<file path="config.mk">
export PLATFORM = sky130hd
export DESIGN_NAME = srtf_preemptive_scheduler
export DESIGN_NICKNAME = d
export VERILOG_FILES = /design/src/sv/srtf_pkg.sv /design/src/sv/srtf_cell.sv /design/src/sv/srtf_preemptive_scheduler.sv
export VERILOG_INCLUDE_DIRS = /design/src /design/src/sv
export SDC_FILE = /design/constraint.sdc
export NUM_CORES = 2
export LEC_CHECK = 0
export BUFFER_PORTS_ARGS = -buffer_cell sky130_fd_sc_hd__buf_4
export CAP_MARGIN = 15
export CORE_ASPECT_RATIO = 0.75
export CORE_MARGIN = 4
export CORE_UTILIZATION = 59
export DETAILED_ROUTE_END_ITERATION = 8
export PLACE_DENSITY = 0.83
export RECOVER_POWER = 50
export SYNTH_ARGS = -nofsm -noshare
export SYNTH_HDL_FRONTEND = slang
export SYNTH_HIERARCHICAL = 1
export SYNTH_SLANG_ARGS = --single-unit
</file>
<file path="constraint.sdc">
create_clock -name clock -period 17.5 [get_ports clock]
set_clock_uncertainty 0.15 [all_clocks]
set_input_delay 0 -clock clock [delete_from_list [all_inputs] [get_ports clock]]
set_output_delay 0 -clock clock [all_outputs]
set_load 0.02 [all_outputs]
</file>
<file path="src/sv/srtf_preemptive_scheduler_assert.svh">
// Assertion macros for the shortest-remaining-time scheduler.
`ifndef SRTF_PREEMPTIVE_SCHEDULER_ASSERT_SVH
`define SRTF_PREEMPTIVE_SCHEDULER_ASSERT_SVH
// An implication checked at every clock edge outside reset.
`define SRTF_ASSERT_IMP(label, clk, rst, cond, expr, msg) \
   label: assert property (@(posedge clk) disable iff (rst) (cond) |-> (expr)) \
      else $error(msg);
// A next-cycle implication checked outside reset.
`define SRTF_ASSERT_NEXT(label, clk, rst, cond, expr, msg) \
   label: assert property (@(posedge clk) disable iff (rst) (cond) |=> (expr)) \
      else $error(msg);
`endif

</file>
<file path="src/sv/srtf_pkg.sv">
// Shared types and constants for the shortest-remaining-time scheduler.
`default_nettype none
package srtf_pkg;
   localparam int SlotsDefault    = 16;
   localparam int TimeBitsDefault = 16;
   localparam logic [1:0] ST_FREE  = 2'd0;
   localparam logic [1:0] ST_READY = 2'd1;
   localparam logic [1:0] ST_WAIT  = 2'd2;
   localparam logic [1:0] ST_RUN   = 2'd3;
   localparam logic OP_ADD  = 1'b0;
   localparam logic OP_TICK = 1'b1;
   // Commands broadcast to every cell during one pass over the chain.
   localparam logic [2:0] CMD_NONE   = 3'd0;
   localparam logic [2:0] CMD_STORE  = 3'd1; // write new job into target cell
   localparam logic [2:0] CMD_IOAGE  = 3'd2; // age waiting cells, apply mask
   localparam logic [2:0] CMD_SETST  = 3'd3; // set stage of target cell
   localparam logic [2:0] CMD_RUNSTEP= 3'd4; // start/consume in target, age ready
   localparam logic [2:0] CMD_RETIRE = 3'd6; // free target cell
endpackage
`default_nettype wire

</file>
<file path="src/sv/srtf_cell.sv">
// One job slot: holds its state and joins the ready-job search as the sweep passes.
`default_nettype none
module srtf_cell #(
   parameter int SLOTS = srtf_pkg::SlotsDefault,
   parameter int TB    = srtf_pkg::TimeBitsDefault,
   parameter int IDX   = 0
) (
   input  wire logic                     clock,
   input  wire logic                     reset,
   input  wire logic [2:0]               cmd,
   input  wire logic [$clog2(SLOTS)-1:0] target,
   input  wire logic [1:0]               new_stage,
   input  wire logic [7:0]               new_id,
   input  wire logic [TB-1:0]            new_rem,
   input  wire logic [TB-1:0]            now_time,
   input  wire logic                     mask_bit,
   output logic [1:0]                    stage,
   output logic [7:0]                    owner,
   output logic [TB-1:0]                 remaining,
   output logic                          started,
   output logic [TB-1:0]                 first_run,
   output logic [TB-1:0]                 ready_wait,
   output logic [TB-1:0]                 io_wait
);
   import srtf_pkg::*;
   localparam int IW = $clog2(SLOTS);
   localparam logic [TB-1:0] TMAX = {TB{1'b1}};
   logic [1:0] stage_ff, stage_in;
   logic started_ff, started_in;
   logic [7:0] owner_ff;
   logic [TB-1:0] rem_ff, start_ff, rw_ff, io_ff;
   logic hit;

   assign hit = (target == IW'(IDX));

   always_comb begin
      stage_in = stage_ff;
      started_in = started_ff;
      case (cmd)
         CMD_STORE: if (hit) begin
            stage_in = ST_READY;
            started_in = 1'b0;
         end
         CMD_IOAGE: if (stage_ff == ST_WAIT && mask_bit) stage_in = ST_READY;
         CMD_SETST: if (hit) begin
            stage_in = new_stage;
            // A job that parks on I/O has been started even if it never ran.
            if (new_stage == ST_WAIT) started_in = 1'b1;
         end
         CMD_RUNSTEP: if (hit) started_in = 1'b1;
         CMD_RETIRE: if (hit) begin
            stage_in = ST_FREE;
            started_in = 1'b0;
         end
         default: ;
      endcase
   end

   always_ff @(posedge clock) begin
      if (reset) begin
         stage_ff <= ST_FREE;
         started_ff <= 1'b0;
      end else begin
         stage_ff <= stage_in;
         started_ff <= started_in;
      end
   end

   always_ff @(posedge clock) begin
      case (cmd)
         CMD_STORE: if (hit) begin
            owner_ff <= new_id;
            rem_ff <= new_rem;
            start_ff <= '0;
            rw_ff <= '0;
            io_ff <= '0;
         end
         CMD_IOAGE: if (stage_ff == ST_WAIT && io_ff != TMAX) io_ff <= io_ff + 1'b1;
         CMD_RUNSTEP: begin
            if (hit) begin
               if (!started_ff) start_ff <= now_time;
               rem_ff <= rem_ff - 1'b1;
            end
            if (stage_ff == ST_READY && rw_ff != TMAX) rw_ff <= rw_ff + 1'b1;
         end
         CMD_SETST: if (hit && new_stage == ST_WAIT && !started_ff) start_ff <= now_time;
         default: ;
      endcase
   end

   assign stage = stage_ff;
   assign owner = owner_ff;
   assign remaining = rem_ff;
   assign started = started_ff;
   assign first_run = start_ff;
   assign ready_wait = rw_ff;
   assign io_wait = io_ff;
endmodule
`default_nettype wire

</file>
<file path="src/sv/srtf_preemptive_scheduler.sv">
// Top level of the shortest-remaining-time scheduler: sequencer over a row of slot cells.
//
//  channel | ports                                  | direction
//  req     | req_valid req_stall req_op ..          | in
//  rsp     | rsp_valid rsp_stall rsp_accepted ..    | out
//
// A tick that runs the selected job goes from I/O ageing straight to the run step
// and the output register. Otherwise a tick may scan the cell row twice for the
// ready job, once per pass over every slot, and an add first scans for the
// lowest free slot. Reset is synchronous and clears all slots to free. The result
// stays in the output register until taken; a new item is accepted once the
// previous result has been taken or is being taken.
`default_nettype none
`include "srtf_preemptive_scheduler_assert.svh"
module srtf_preemptive_scheduler #(
   parameter int SLOTS     = srtf_pkg::SlotsDefault,
   parameter int TIME_BITS = srtf_pkg::TimeBitsDefault
) (
   input  wire logic        clock,
   input  wire logic        reset,
   input  wire logic        req_valid,
   output logic             req_stall,
   input  wire logic        req_op,
   input  wire logic [7:0]  req_job_id,
   input  wire logic [15:0] req_run_time,
   input  wire logic        req_io_call,
   input  wire logic [15:0] req_io_done_mask,
   output logic             rsp_valid,
   input  wire logic        rsp_stall,
   output logic             rsp_accepted,
   output logic [3:0]       rsp_slot,
   output logic [15:0]      rsp_now,
   output logic             rsp_running_valid,
   output logic [7:0]       rsp_running_id,
   output logic             rsp_done_valid,
   output logic [7:0]       rsp_done_id,
   output logic [15:0]      rsp_done_ready_time,
   output logic [15:0]      rsp_done_io_time,
   output logic [15:0]      rsp_done_system_time
);
   import srtf_pkg::*;
   localparam int IW = $clog2(SLOTS);
   localparam int CW = $clog2(SLOTS + 1);
   localparam int TB = TIME_BITS;
   localparam logic [TB-1:0] TMAX = {TB{1'b1}};

   localparam logic [3:0] S_IDLE   = 4'd0;
   localparam logic [3:0] S_FREE   = 4'd1; // scan for lowest free slot
   localparam logic [3:0] S_STORE  = 4'd2;
   localparam logic [3:0] S_REQ    = 4'd3; // running job back to ready
   localparam logic [3:0] S_SCAN   = 4'd4; // ready-job search
   localparam logic [3:0] S_PICK   = 4'd5; // apply search result
   localparam logic [3:0] S_IOAGE  = 4'd6;
   localparam logic [3:0] S_EXEC   = 4'd7; // run, retire or park
   localparam logic [3:0] S_OUT    = 4'd8;

   // What follows the ready-job search.
   localparam logic [1:0] AFT_OUT   = 2'd0; // just report
   localparam logic [1:0] AFT_EXEC  = 2'd1; // continue the pass, or advance time
   localparam logic [1:0] AFT_IDLE  = 2'd2; // advance time if nothing found

   logic [3:0] state_ff, state_in;
   logic [1:0] after_ff;
   logic [CW-1:0] cnt_ff;
   logic op_ff, ioreq_ff;
   logic [7:0] id_ff;
   logic [TB-1:0] rt_ff;
   logic [15:0] mask_ff;
   logic [TB-1:0] now_ff;
   logic cur_v_ff;
   logic [IW-1:0] cur_ff;
   logic best_f_ff;
   logic [IW-1:0] best_ff;
   logic [2:0] cmd;
   logic [IW-1:0] target;
   logic [1:0] new_stage;

   logic [1:0]    c_stage [SLOTS];
   logic [7:0]    c_owner [SLOTS];
   logic [TB-1:0] c_rem   [SLOTS];
   logic          c_st    [SLOTS];
   logic [TB-1:0] c_start [SLOTS];
   logic [TB-1:0] c_rw    [SLOTS];
   logic [TB-1:0] c_io    [SLOTS];

   logic out_v_ff;
   logic o_acc_ff, o_dv_ff;
   logic [3:0] o_slot_ff;
   logic [7:0] o_did_ff;
   logic [15:0] o_drt_ff, o_dio_ff, o_dsys_ff;

   for (genvar g = 0; g < SLOTS; g++) begin : g_cell
      srtf_cell #(.SLOTS(SLOTS), .TB(TB), .IDX(g)) u_cell (
         .clock(clock), .reset(reset), .cmd(cmd), .target(target),
         .new_stage(new_stage), .new_id(id_ff), .new_rem(rt_ff),
         .now_time(now_ff), .mask_bit(mask_ff[g % 16]),
         .stage(c_stage[g]), .owner(c_owner[g]), .remaining(c_rem[g]),
         .started(c_st[g]), .first_run(c_start[g]), .ready_wait(c_rw[g]),
         .io_wait(c_io[g]));
   end

   logic [IW-1:0] sidx;
   logic better;
   logic [TB-1:0] rt_sat;
   assign sidx = cnt_ff[IW-1:0];
   assign better = (c_stage[sidx] == ST_READY) && (!best_f_ff ||
      c_rem[sidx] < c_rem[best_ff] ||
      (c_rem[sidx] == c_rem[best_ff] && c_owner[sidx] < c_owner[best_ff]));
   if (TB >= 16) begin : g_rtw
      assign rt_sat = TB'(req_run_time);
   end else begin : g_rtn
      assign rt_sat = (req_run_time > 16'(TMAX)) ? TMAX : req_run_time[TB-1:0];
   end

   logic busy_out;
   assign busy_out = out_v_ff && rsp_stall;
   assign req_stall = (state_ff != S_IDLE) || busy_out;
   logic take_in;
   assign take_in = (state_ff == S_IDLE) && req_valid && !busy_out;
   logic scan_last;
   assign scan_last = (cnt_ff == CW'(SLOTS - 1));

   always_comb begin
      state_in = state_ff;
      cmd = CMD_NONE;
      target = cur_ff;
      new_stage = ST_READY;
      unique case (state_ff)
         S_IDLE: if (req_valid && !busy_out) state_in = (req_op == OP_ADD) ? S_FREE : S_IOAGE;
         S_FREE: begin
            target = sidx;
            if (c_stage[sidx] == ST_FREE) state_in = S_STORE;
            else if (scan_last) state_in = S_OUT;
         end
         S_STORE: begin
            cmd = CMD_STORE;
            target = sidx;
            state_in = S_REQ;
         end
         S_REQ: begin
            if (cur_v_ff) cmd = CMD_SETST;
            state_in = S_SCAN;
         end
         S_SCAN: if (scan_last) state_in = S_PICK;
         S_PICK: begin
            target = best_ff;
            new_stage = ST_RUN;
            if (best_f_ff) cmd = CMD_SETST;
            state_in = (after_ff == AFT_EXEC && best_f_ff) ? S_EXEC : S_OUT;
         end
         S_IOAGE: begin
            cmd = CMD_IOAGE;
            state_in = cur_v_ff ? S_EXEC : S_SCAN;
         end
         S_EXEC: begin
            state_in = S_OUT;
            if (c_rem[cur_ff] == '0) begin
               cmd = CMD_RETIRE;
               state_in = S_SCAN;
            end else if (ioreq_ff) begin
               // Parking also records the first start time in the cell.
               cmd = CMD_SETST;
               new_stage = ST_WAIT;
               state_in = S_SCAN;
            end else cmd = CMD_RUNSTEP;
         end
         S_OUT: state_in = S_IDLE;
         default: state_in = S_IDLE;
      endcase
   end

   always_ff @(posedge clock) begin
      if (reset) begin
         state_ff <= S_IDLE;
         now_ff <= TB'(1);
         cur_v_ff <= 1'b0;
         cur_ff <= '0;
         out_v_ff <= 1'b0;
      end else begin
         state_ff <= state_in;
         if (out_v_ff && !rsp_stall) out_v_ff <= 1'b0;
         if (state_ff == S_OUT) out_v_ff <= 1'b1;
         unique case (state_ff)
            S_IDLE: ;
            S_FREE: ;
            S_STORE: ;
            S_REQ: cur_v_ff <= 1'b0;
            S_SCAN: ;
            S_PICK: begin
               cur_v_ff <= best_f_ff;
               cur_ff <= best_f_ff ? best_ff : '0;
               if (!best_f_ff && after_ff != AFT_OUT && now_ff != TMAX)
                  now_ff <= now_ff + 1'b1;
            end
            S_IOAGE: ;
            S_EXEC: begin
               if (c_rem[cur_ff] == '0) cur_v_ff <= 1'b0;
               else if (ioreq_ff) cur_v_ff <= 1'b0;
               else if (now_ff != TMAX) now_ff <= now_ff + 1'b1;
            end
            S_OUT: ;
            default: ;
         endcase
      end
   end

   always_ff @(posedge clock) begin
      if (state_ff == S_IDLE) begin
         op_ff <= req_op;
         id_ff <= req_job_id;
         rt_ff <= rt_sat;
         ioreq_ff <= req_io_call;
         mask_ff <= req_io_done_mask;
         cnt_ff <= '0;
      end
      // The result register holds until the next beat is taken.
      if (take_in) begin
         o_acc_ff <= 1'b0;
         o_slot_ff <= '0;
         o_dv_ff <= 1'b0;
         o_did_ff <= '0;
         o_drt_ff <= '0;
         o_dio_ff <= '0;
         o_dsys_ff <= '0;
      end
      if (state_ff == S_FREE) begin
         cnt_ff <= cnt_ff + 1'b1;
         if (c_stage[sidx] == ST_FREE) begin
            cnt_ff <= cnt_ff;
            o_acc_ff <= 1'b1;
            o_slot_ff <= 4'(sidx);
         end
      end
      if (state_ff == S_REQ || state_ff == S_IOAGE || state_ff == S_EXEC) begin
         cnt_ff <= '0;
         best_f_ff <= 1'b0;
         best_ff <= '0;
      end
      if (state_ff == S_REQ) after_ff <= AFT_OUT;
      if (state_ff == S_IOAGE) after_ff <= AFT_EXEC;
      if (state_ff == S_EXEC) begin
         after_ff <= (c_rem[cur_ff] == '0) ? AFT_OUT : AFT_IDLE;
         if (c_rem[cur_ff] == '0) begin
            o_dv_ff <= 1'b1;
            o_did_ff <= c_owner[cur_ff];
            o_drt_ff <= 16'(c_rw[cur_ff]);
            o_dio_ff <= 16'(c_io[cur_ff]);
            o_dsys_ff <= (c_st[cur_ff] && now_ff >= c_start[cur_ff]) ?
               16'(now_ff - c_start[cur_ff]) : 16'd0;
         end
      end
      if (state_ff == S_SCAN) begin
         cnt_ff <= cnt_ff + 1'b1;
         if (better) begin
            best_f_ff <= 1'b1;
            best_ff <= sidx;
         end
      end
   end

   assign rsp_valid = out_v_ff;
   assign rsp_accepted = o_acc_ff;
   assign rsp_slot = o_slot_ff;
   assign rsp_now = 16'(now_ff);
   assign rsp_running_valid = cur_v_ff;
   assign rsp_running_id = cur_v_ff ? c_owner[cur_ff] : 8'd0;
   assign rsp_done_valid = o_dv_ff;
   assign rsp_done_id = o_did_ff;
   assign rsp_done_ready_time = o_drt_ff;
   assign rsp_done_io_time = o_dio_ff;
   assign rsp_done_system_time = o_dsys_ff;

   logic unused_op;
   assign unused_op = op_ff;

   `SRTF_ASSERT_IMP(a_stall_busy, clock, reset, state_ff != S_IDLE, req_stall,
      "input taken while busy")
   `SRTF_ASSERT_IMP(a_run_stage, clock, reset, cur_v_ff && state_ff == S_IDLE,
      c_stage[cur_ff] == ST_RUN, "selected job not in running stage")
   `SRTF_ASSERT_NEXT(a_out_after, clock, reset, state_ff == S_OUT, rsp_valid,
      "result not shown after pass")
endmodule
`default_nettype wire

</file>
==> impl_metrics.ini <==
[logic_synthesis]
synth_nets = 7031
synth_area_um2 = 79700
yosys_warnings = 6
synth-seq-cells = 1341
synth_xor_area_frac = 0.0619
ys_types = 85
syn_area_per_cell_um2 = 11.6
yosys.area_share.adder = 0.0145
synthMuxAreaShare = 0.147
synthSimpleGateAreaFrac = 0.190
async_reset_ff_frac = 0
synth_cells = 6893
synth_flop_cell = edfxtp_1
synth_top_family_by_area = simple AND/OR/NAND/NOR gates
synth_edf_count = 1200
yosys.area.top_type_share = 0.452
synth_compound_area_frac = 0.0741
yosysSeqAreaShare = 0.487
synth_area_leaders = edfxtp_1 45%, mux4_2 13%, xor2_1 3.7%
synth.largest_area_cell = edfxtp_1

[critical_path]
required_ns = 17.92
critPathLaunchType = flop
cpMostUsedCell = clkbuf_1
crit_type = flop to flop
cp_max_fo = 70
crit_slowest_cell = clkbuf_1
crit_path_max_incr_delay_ns = 2.48
crit_chain = clkbuf_1 > and3b_1 > o211ai_1 > nand4_1 > nor2_1 > nand2_1 > clkbuf_1 > o21ai_4 > clkbuf_1 > nand2b_1 > or2_0 > nand2_1 > and2_1
crit_path_end_kind = flop
worstPathArrival_ns = 12.74

[global_route]
antenna_found_initial = 11
grt_pass1_vias = 59599
grt_pass1_wl_um = 379000
grt_max_degree = 199
grt_overflow = 0
grt_usage = 0.356

[clock_tree]
path_clk_slew_ns = 0.07
cts_htree_levels = 4
cts_root_buf = clkbuf_16
cts_tree = yes
postCtsSetupBuffers = 0
cts_buffer_depth = 3
clkLatencyLatePin_ns = 0.83
postCtsHoldBufs = 90
cts_buffers = 138
cts_num_sinks = 1341
cts_resized = 0

[place]
place.gp.congestion = 0.997
place_ws_ns = 10.46
post_dp_cell_area_um2 = 82900
portBuffers = 134
place_hpwl_um = 176000

[drt]
drtAntennaViolNets = 0
drt_iter0_markers = 10631
first_pass_iters = 9
drc = 0
viasPerCell = 7.05
wl_per_cell_um = 28.7
wirelength_um = 256000
num_vias = 63109

[timing]
setup_viol = 0
finalSetupTns_ns = 0
rsz0062_at_grt = no
drv_slew = 1141
tightest_slew_ns = 4.18
holdWs_ns = 0.0455
finalCritPeriodShare = 0.704
max_freq_mhz = 81.2
slew_headroom = -1.79
hold_viol = 0
layout_min_cycle_time_ns = 12.32
setup_slack_ns = 5.18

[final_layout]
fillers = 9715
design_area_um2 = 87700
multi_input_area_um2 = 39000
layout-drive-gt1-share = 0.134
ff_latch_area_um2 = 38900
area.growth.synth_to_final_pct = 10.0
fin_nets = 7199

[power]
leakage_nw = 28.3
p_per_area_nw_per_um2 = 110
vdd_drop_max_v = 0.000109

[worst_hold_path]
hold_path_class = primary input to flop

[status]
violations = max-capacitance violations, max-slew violations
outcome = finished, violations left

[die]
row_count = 116
core_region_area_um2 = 134000
initial_core_util = 0.596
io_pins = 135
die_x_um = 432
die-area_um2 = 141000
fp.dieH_um = 326

[flow_run]
cap_violations = 35
[cells by family after synthesis]
family | count (synthesis)
fa+ha+maj | 92
simple gates | 2845
mux | 591
flops | 1341
buf+inv | 511
xor+xnor | 563
compound gates | 950
[worst max-delay path: cells and delay by family (launching register included)]
family,cells,cell delay [ns]
compound gates,2,0.34
flops,1,0.34
buf+inv,3,5.43
simple gates,8,5.80
[power breakdown]
| group | internal [mW] | total [mW] | switching (mW) |
|---|---|---|---|
| clock | 1.65 | 3.02 | 1.37 |
| sequential | 3.82 | 4.24 | 0.412 |
| combinational | 0.962 | 2.40 | 1.44 |
[synthesized netlist by cell type, types with 33 or more instances]
library cell	count
nor3_1	145
xnor2_1	227
a22oi_1	33
and2_1	348
nand4_1	170
inv_1	183
clkbuf_1	232
mux4_2	460
nor3b_1	60
ha_1	91
nand2_1	628
nand2b_1	71
a21oi_1	201
nor4_1	130
edfxtp_1	1200
o21ai_0	362
xor2_1	336
nand3_1	280
nor2_1	575
and4_1	36
or3_1	67
buf_2	56
mux2i_1	123
dfxtp_1	141
a31oi_1	38
a221oi_1	53
nand3b_1	48
and3_1	54
[cells in the final DEF (no fill, tap or decap), types with 125 or more instances in the layout]
master,synthesis,layout
xnor2_1,227,227
and2_1,348,299
mux4_2,460,460
nand2_1,628,627
clkbuf_1,232,154
clkbuf_16,0,140
dfxtp_1,141,136
inv_1,183,183
nand4_1,170,170
o21ai_0,362,361
a21oi_1,201,200
nor4_1,130,125
nor2_1,575,575
xor2_1,336,336
nor3_1,145,146
edfxtp_1,1200,1200
nand3_1,280,279
[per-stage QoR]
step	util	power, mW	cells
after CTS	0.660	9.57	8932
after floorplan	-	5.68	6893
after detailed placement	0.619	6.57	8591
after global routing	0.655	9.95	8942
after global placement	0.619	6.48	8585
final	0.655	9.66	8947
[worst paths after layout]
check | slack (ns) | to | depth (start not counted) | startpoint
max | 5.18 | g_cell[2].u_cell/first_run[13] | 13 | cur_ff[1]
min | 0.05 | rsp_now[9] | 4 | reset
max reg2reg | 5.18 | g_cell[2].u_cell/first_run[13] | 13 | cur_ff[1]
min reg2reg | 0.30 | rsp_done_ready_time[15] | 2 | rsp_done_ready_time[15]
[sequential cells by signal, summed over array words and instances (netlist names), 16 cells and up]
signal and flops:
g_cell.u_cell/remaining 256, rsp_now 16, rsp_done_ready_time 16, mask_ff 16, g_cell.u_cell/owner 128, g_cell.u_cell/ready_wait 256, g_cell.u_cell/started 16, rt_ff 16
rsp_done_system_time 16, g_cell.u_cell/stage 32, g_cell.u_cell/io_wait 256, rsp_done_io_time 16, g_cell.u_cell/first_run 256
[cell type report]
cell class | count | area share
Clock buffer | 178 | 0.0426
Tap cell | 1770 | 0.0253
Antenna cell | 5 | 0.000143
Clock inverter | 73 | 0.00889
Inverter | 184 | 0.00788
Timing Repair Buffer | 355 | 0.0277
Sequential cell | 1341 | 0.443
Multi-Input combinational cell | 5041 | 0.444
[per-layer routing]
metal	routed length [µm]	GRT usage	vias to the layer above
li1	-	-	26684
met1	91500	0.492	30578
met2	109000	0.507	5020
met3	41300	0.118	813
met4	14800	0.171	14
met5	150	0	-
Power figures use the tool's default switching activity.
